`src/rtl/rpn_expression_evaluator_defines.svh`:
```
// Assertion macros for the postfix evaluator
`ifndef RPN_EXPRESSION_EVALUATOR_DEFINES_SVH
`define RPN_EXPRESSION_EVALUATOR_DEFINES_SVH
`ifndef NO_ASSERTIONS
`define RPN_ASSERT_IMP(label, clk, rst_n, a, c) \
  label: assert property (@(posedge clk) disable iff (!rst_n) (a) |-> (c)) \
    else $error("rpn check failed");
`define RPN_ASSERT_NEXT(label, clk, rst_n, a, c) \
  label: assert property (@(posedge clk) disable iff (!rst_n) (a) |=> (c)) \
    else $error("rpn check failed");
`else
`define RPN_ASSERT_IMP(label, clk, rst_n, a, c)
`define RPN_ASSERT_NEXT(label, clk, rst_n, a, c)
`endif
`endif

```
`src/rtl/rpn_pkg.sv`:
```
// Package: types, constants and codes of the postfix evaluator
`default_nettype none
package rpn_pkg;
  localparam int unsigned StackDepth = 32;
  localparam int unsigned SpW = $clog2(StackDepth);
  localparam int unsigned CntW = $clog2(StackDepth + 1);
  localparam int unsigned MaxNumberChars = 10;
  localparam int unsigned NcW = 5;
  localparam logic [63:0] PosMax = 64'h7FFF_FFFF_FFFF_FFFF;
  localparam logic [63:0] NegMax = 64'h8000_0000_0000_0000;

  typedef enum logic [2:0] {
    ST_OK = 3'd0, ST_DIV0 = 3'd1, ST_LONG = 3'd2, ST_UNDER = 3'd3, ST_OVER = 3'd4
  } status_t;

  typedef enum logic [1:0] {
    OP_ADD = 2'd0, OP_SUB = 2'd1, OP_MUL = 2'd2, OP_DIV = 2'd3
  } op_t;

  typedef enum logic [3:0] {
    S_IDLE, S_CONV_DIV, S_CONV_PUSH, S_OP_RD1, S_OP_RD2, S_OP_WAIT,
    S_OP_START, S_OP_RUN, S_OP_PUSH, S_END_RD, S_END_WAIT, S_OUT
  } state_t;

  typedef struct packed {
    logic       start;
    logic [1:0] mode;
  } unit_ctl_t;

  localparam logic [1:0] MODE_DIV = 2'd0;
  localparam logic [1:0] MODE_MUL = 2'd1;

  localparam logic [7:0] ChPlus = 8'h2B;
  localparam logic [7:0] ChMinus = 8'h2D;
  localparam logic [7:0] ChStar = 8'h2A;
  localparam logic [7:0] ChSlash = 8'h2F;
  localparam logic [7:0] ChPoint = 8'h2E;
  localparam logic [7:0] ChZero = 8'h30;
  localparam logic [7:0] ChNine = 8'h39;

  function automatic logic [63:0] pow10(input logic [4:0] n);
    logic [63:0] p;
    case (n)
      5'd0: p = 64'd1;
      5'd1: p = 64'd10;
      5'd2: p = 64'd100;
      5'd3: p = 64'd1000;
      5'd4: p = 64'd10000;
      5'd5: p = 64'd100000;
      5'd6: p = 64'd1000000;
      5'd7: p = 64'd10000000;
      5'd8: p = 64'd100000000;
      5'd9: p = 64'd1000000000;
      5'd10: p = 64'd10000000000;
      5'd11: p = 64'd100000000000;
      5'd12: p = 64'd1000000000000;
      5'd13: p = 64'd10000000000000;
      5'd14: p = 64'd100000000000000;
      5'd15: p = 64'd1000000000000000;
      default: p = 64'd10000000000000000;
    endcase
    return p;
  endfunction
endpackage
`default_nettype wire

```
`src/rtl/rpn_unit.sv`:
```
// Shared bit-serial unit: restoring divide and shift-add multiply
`default_nettype none
`include "rpn_expression_evaluator_defines.svh"
module rpn_unit
  import rpn_pkg::*;
(
  input  wire logic        clk,
  input  wire logic        rst_n,
  input  wire unit_ctl_t   ctl,
  input  wire logic [63:0] a_in,
  input  wire logic [63:0] b_in,
  output logic             busy,
  output logic             done,
  output logic [95:0]      quo
);
  logic [6:0]   cnt_r, cnt_nxt;
  logic         busy_r, busy_nxt;
  logic         done_r, done_nxt;
  logic [1:0]   mode_r, mode_nxt;
  logic [95:0]  acc_r, acc_nxt;
  logic [64:0]  rem_r, rem_nxt;
  logic [63:0]  b_r, b_nxt;
  logic [64:0]  trial;
  logic [127:0] prod_r, prod_nxt;

  always_comb begin
    cnt_nxt = cnt_r;
    busy_nxt = busy_r;
    done_nxt = 1'b0;
    mode_nxt = mode_r;
    acc_nxt = acc_r;
    rem_nxt = rem_r;
    b_nxt = b_r;
    prod_nxt = prod_r;
    trial = '0;
    if (ctl.start) begin
      busy_nxt = 1'b1;
      mode_nxt = ctl.mode;
      b_nxt = b_in;
      rem_nxt = '0;
      prod_nxt = '0;
      unique case (ctl.mode)
        MODE_DIV: begin acc_nxt = {a_in, 32'd0}; cnt_nxt = 7'd96; end
        MODE_MUL: begin acc_nxt = {32'd0, a_in}; cnt_nxt = 7'd64; end
        default: begin acc_nxt = '0; cnt_nxt = 7'd1; end
      endcase
    end else if (busy_r) begin
      cnt_nxt = cnt_r - 7'd1;
      if (cnt_r == 7'd1) begin
        busy_nxt = 1'b0;
        done_nxt = 1'b1;
      end
      unique case (mode_r)
        MODE_MUL: begin
          prod_nxt = acc_r[0] ? {({1'b0, prod_r[127:64]} + {1'b0, b_r}), prod_r[63:1]}
                              : {1'b0, prod_r[127:1]};
          acc_nxt = {1'b0, acc_r[95:1]};
        end
        default: begin
          trial = {rem_r[63:0], acc_r[95]};
          if (trial >= {1'b0, b_r}) begin
            rem_nxt = trial - {1'b0, b_r};
            acc_nxt = {acc_r[94:0], 1'b1};
          end else begin
            rem_nxt = trial;
            acc_nxt = {acc_r[94:0], 1'b0};
          end
        end
      endcase
    end
  end

  always_ff @(posedge clk) begin
    if (!rst_n) begin
      busy_r <= 1'b0;
      done_r <= 1'b0;
      cnt_r <= '0;
      mode_r <= MODE_DIV;
    end else begin
      busy_r <= busy_nxt;
      done_r <= done_nxt;
      cnt_r <= cnt_nxt;
      mode_r <= mode_nxt;
    end
    acc_r <= acc_nxt;
    rem_r <= rem_nxt;
    b_r <= b_nxt;
    prod_r <= prod_nxt;
  end

  assign busy = busy_r;
  assign done = done_r;
  assign quo = (mode_r == MODE_MUL) ? prod_r[127:32] : acc_r;

  `RPN_ASSERT_NEXT(a_done_after_busy, clk, rst_n, busy_r && cnt_r == 7'd1 && !ctl.start, done_r)
  `RPN_ASSERT_IMP(a_no_start_busy, clk, rst_n, ctl.start, !busy_r)
  `RPN_ASSERT_IMP(a_done_idle, clk, rst_n, done_r, !busy_r || ctl.start)
endmodule
`default_nettype wire

```
`config.mk`:
```
export PLATFORM = sky130hd
export DESIGN_NAME = rpn_unit
export DESIGN_NICKNAME = d
export VERILOG_FILES = /design/src/rtl/rpn_pkg.sv /design/src/rtl/rpn_unit.sv
export VERILOG_INCLUDE_DIRS = /design/src /design/src/rtl
export SDC_FILE = /design/constraint.sdc
export NUM_CORES = 1
export LEC_CHECK = 0
export BUFFER_PORTS_ARGS = -buffer_cell sky130_fd_sc_hd__buf_2
export CORE_MARGIN = 5
export CORE_UTILIZATION = 30
export CTS_CLUSTER_DIAMETER = 120
export DETAILED_ROUTE_END_ITERATION = 8
export SLEW_MARGIN = 20
export SYNTH_ARGS = -nofsm -noshare
export SYNTH_HDL_FRONTEND = slang
export SYNTH_SLANG_ARGS = --single-unit
```
`constraint.sdc`:
```
create_clock -name clk -period 11.7 [get_ports clk]
set_input_delay 2.925 -clock clk [delete_from_list [all_inputs] [get_ports clk]]
set_output_delay 2.925 -clock clk [all_outputs]
set_load 0.01 [all_outputs]
```
# ---- After elaboration in Yosys (flattened, before gate mapping)
# Index checks and enable logic that the tools add are counted.
# W data, S select, Z words.
dict set report totals {
  register_bits 363
  latch_bits 0
  mem_bits_rw 0
  mem_bits_ro 0
  out_inout_bits 98
  wordCells 38
  memories 0
}
dict set report op_classes {
  addsub 3
  n_mul 0
  n_div 0
  order_cmp 1
  n_eq_ne 3
  shift 0
  n_mux 15
  bitwise_logic 3
  reduce_logical 5
}
# op count
set op_table {}
lappend op_table {{$mux W96} 4}
lappend op_table {{$pmux W96 S2} 1}
lappend op_table {{$mux W128} 1}
lappend op_table {{$add A64 B64 Y65} 1}
lappend op_table {{$ge A65 B64 Y1} 1}
lappend op_table {{$mux W64} 1}
lappend op_table {{$sub A64 B64 Y64} 1}
lappend op_table {{$mux W7} 2}
lappend op_table {{$pmux W7 S2} 1}
lappend op_table {{$eq A7 B1 Y1 const B} 1}
lappend op_table {{$sub A7 B1 Y7 const B} 1}
lappend op_table {{$mux W1} 5}
lappend op_table {{$eq A2 B1 Y1 const B} 2}
lappend op_table {{$reduce_and A2 Y1} 2}
lappend op_table {{$not A1 Y1} 3}
lappend op_table {{$reduce_or A3 Y1} 1}
lappend op_table {{$logic_not A2 Y1} 1}
lappend op_table {{$reduce_bool A2 Y1} 1}

# ---- Longest topological paths before layout
dict set report logic_depth {
  word_depth 5
  ltp_mapped 15
}

# ---- Worst setup path after synthesis
# No wires, ideal clock.
dict set report synth_timing {
  path_type {input-to-reg}
  from {input port ctl[2] in the netlist's numbering}
  to {register acc_r[0], enable pin}
  setup_ps 904
  arrival_ps 5330
  t_required_ps 10796
  slack_ps 5466
  path_stages 5
  path_buffers 3
  path_cell_list {buf_2 clkinv_1 clkbuf_1 clkbuf_1 nand2_1}
}
dict set report synth_between {
  elab_chain_len 1
}
# element line
set synth_lines {}
lappend synth_lines {{start: declaration} rpn_unit.sv:9} ;# input wire unit_ctl_t ctl,
lappend synth_lines {{$reduce_bool A2 Y1 (no line)} n/a}
lappend synth_lines {{end signal: assignment} rpn_unit.sv:85} ;# acc_r <= acc_nxt;
lappend synth_lines {{end: declaration} rpn_unit.sv:20} ;# logic [95:0] acc_r, acc_nxt;
# No other way between the ends.
# A chain may end at the register's enable or synchronous reset.

# ---- Worst setup path in the final report
dict set report layout_timing {
  from {register mode_r[1]}
  to {output port quo[79]}
}
dict set report layout_between {
  elab_chain_len 2
}
# element line
set layout_lines {}
lappend layout_lines {{start: declaration} rpn_unit.sv:19} ;# logic [1:0] mode_r, mode_nxt;
lappend layout_lines {{start signal: assignment} rpn_unit.sv:83} ;# mode_r <= mode_nxt;
lappend layout_lines {{$eq A2 B1 Y1} rpn_unit.sv:93} ;# assign quo = (mode_r == MODE_MUL) ? prod_r[127:32] : acc_r;
lappend layout_lines {{$mux W96} rpn_unit.sv:93}
lappend layout_lines {{end: declaration} rpn_unit.sv:14} ;# output logic [95:0] quo
# No other way between the ends.

==> metrics.md <==
| Metric | Value |
|---|---|
| Outcome | `finished clean` |
| Row cnt | `101` |
| Port bufs | `between 200 and 250` |
| Synth cell types | `between 90 and 100` |
| Mapped Nets | `3201` |
| Footprint of the multi-input gates | `0.0137 mm²` |
| Hold slack final | `~0.47 ns` |
| 1st-iter DRT viols | `around 2100` |
| Setup Viol. Count Final | `0` |
| Max incr delay on CP | `roughly 0.75 ns` |
| CTS max path bufs | `3` |
| Leakage | `11.4 nW` |
| Data arrival time of the worst path | `about 2.7 ns` |
| Post-synth EDFFs | `160` |
| Final critical-path share of the clock period | `approximately half` |
| H-tree levels | `2` |
| Setup Buffers After CTS | `0` |
| Post-synth top area share | `roughly a fifth` |
| Core Area | `between 0.07 and 0.08 mm²` |
| Storage element area | `0.00823 mm²` |
| Asr flop ratio synth | `0%` |
| Cell taking the most area after synthesis | `edfxtp_1` |
| Via density | `~5.4` |
| Final Worst Setup Slack | `between 6 and 7 ns` |
| Total global-route track usage | `a little under a fifth` |
| Sequential share of the synthesized area | `between 30% and 40%` |
| Post-synth top cells | `nand2_1 (608), a21oi_1 (430), dfxtp_1 (171)` |
| Primary FF master, synth | `dfxtp_1` |
| Die Height | `roughly 290 µm` |
| Die area | `approximately 0.083 mm²` |
| Most common cell in the netlist | `nand2_1` |
| Fmax | `approximately 0.18 GHz` |
| CP Launch Type | `flop` |
| #FFs+latches synth | `331` |
| Most used cell, CP | `nand2_1` |
| Overall power | `around 3.4 mW` |
| Clock Sink Count | `331` |
| Die width | `~290 µm` |
| Largest net degree at the start of global routing | `roughly 190` |
| # IOs | `roughly 230` |
| Vias | `around 22000` |
| Worst Path Required | `~8.8 ns` |
| Least-Margin Pin Slew | `roughly 1.1 ns` |
| Setup crit end kind | `output pin` |
| Kind of critical path | `reg2out` |
| Slowest-stage cell, CP | `buf_4` |
| Post-place setup slack | `just over 6 ns` |
| Detailed-route DRC error count | `0` |
| WL final | `approximately 83000 µm` |
| Max-Cap Viols | `0` |
| Cts bufs inserted | `38` |
| Antenna Nets Post-Route | `0` |
| Worst IR Drop VDD | `about 97 µV` |
| Area Overhead vs Synth | `13.3%` |
| Fill cells | `8056` |
| RePlAce Congestion | `between 0.9 and 1` |
| Initial antenna violation count | `11` |
| Share of cells above drive strength 1 | `between 10 and 15%` |
| Clk_lat worst skew | `between 0.5 and 0.6 ns` |
| Crit path max fanout | `91` |
| Number of gates resized after cts | `0` |
| Slew Limit Headroom | `25.1%` |
| Vias in the first global route | `roughly 21000` |
| Minimum clock period | `5.62 ns` |
| Nets | `roughly 3300` |
| Max-slew violations | `0` |
| Post-DP HPWL | `62400 µm` |
| Hold Violations, Final | `0` |
| 1st-pass router iterations | `6` |
| CTS tree | `done` |
| Power Dens Cells | `between 100 and 150 mW/mm²` |
| Initial core utilization | `30.3%` |
| GRT overflow | `0` |
| Layout Utilization | `roughly a third` |
| Top cells by area, synth | `edfxtp_1 (21%), dfxtp_1 (15%), nand2_1 (9.9%)` |
| First-pass GRT wire length | `about 120000 µm` |
| Cts hold-fix bufs | `0` |
| Setup TNS | `0 ns` |
| Synth Cell Area | `approximately 0.023 mm²` |
| Worst path cell trace | `nand2b_4 -> buf_4 -> nand2_1 -> nand2_1 -> buf_2` |
| Mapped Cells | `between 2000 and 3000` |
| Mean Syn Cell Area | `7.87 µm²` |
| CTS clk-pin slew, worst paths | `roughly 0.070 ns` |
| Final Skew | `between 0.02 and 0.025 ns` |
| WL/cell | `~20 µm` |
| RSZ-0062 raised after global routing | `false` |
| Clk root buf | `clkbuf_16` |
| Synthesis Warnings | `0` |
| Worst Hold Class | `reg2reg` |
## per-stage QoR
stage | cell area, µm² | instances
5_1_grt | 26200 | 4083
4_1_cts | 26100 | 4078
2_1_floorplan | 23100 | 2936
3_5_place_dp | 24900 | 4008
6_report | 26200 | 4087
3_3_place_gp | 24900 | 4008
## state kept, by name, indices dropped and copies added, names as in the netlist
name	cells
acc_r	96
b_r	64
busy	1
cnt_r	7
done	1
mode_r	2
prod_r	96
rem_r	64
## layout make-up
class / instances / area share [%]
multi-input cells: 2289 / 52.4
flip-flops and latches: 331 / 31.4
repair buffers: 251 / 5.09
well taps: 1030 / 4.93
clock buffers: 51 / 3.82
inverters: 107 / 1.54
clock inverters: 19 / 0.722
diodes: 9 / 0.0861
## critical path: cells and delay by family, from the launching register on
| family | cells | cell delay, ns |
|---|---|---|
| flops | 1 | 0.39 |
| buf+inv | 2 | 0.90 |
| simple gates | 3 | 0.71 |
## placed cells by master (no fill, tap or decap), drive strengths merged, types with 9 or more instances in the layout
cell type,synthesis,routed
a2111oi,12,12
a211oi,46,46
a21o,133,133
a21oi,431,431
a221o,38,38
a221oi,10,10
a31oi,21,21
and3,26,26
buf,48,251
clkbuf,161,51
clkinv,1,12
dfxtp,171,171
diode,0,9
edfxtp,160,160
ha,130,130
inv,106,111
mux2i,31,31
nand2,608,608
nand2b,18,18
nand3,30,30
nand4,54,54
nor2,164,164
nor2b,13,13
nor3,37,37
o211ai,15,15
o21a,15,15
o21ai,179,179
o21bai,26,26
o31ai,11,11
or3,13,13
xnor2,67,67
xor2,49,49
## power breakdown
group | internal, mW | switching [mW]
Combinational | 0.302 | 0.532
Sequential | 1.32 | 0.0816
Clock | 0.672 | 0.513
Total | 2.29 | 1.13
## logic make-up after synthesis
family                   synth area share (%)
buffers and inverters                    5.32
AND/OR/NAND/NOR                          18.6
AO/OA/AOI/OAI                            27.4
flip-flops                               35.6
XOR/XNOR                                 4.40
adder cells (fa/ha/maj)                  7.22
multiplexers                             1.39
## metal layers
layer,GRT usage (%),routed length (µm)
met5,0,13
met4,5.86,2730
met3,3.15,5370
met2,31.2,38600
met1,25.6,36100
## worst paths after layout
path | startpoint | endpoint | slack, ns | cells past startpoint
hold / removal | prod_r[60] | prod_r[59] | 0.47 | 2
setup / recovery | mode_r[1] | quo[79] | 6.08 | 5
hold reg to reg | prod_r[60] | prod_r[59] | 0.47 | 2
setup reg to reg | b_r[0] | prod_r[123] | 7.32 | 12
(Power assumes the default switching activity.)
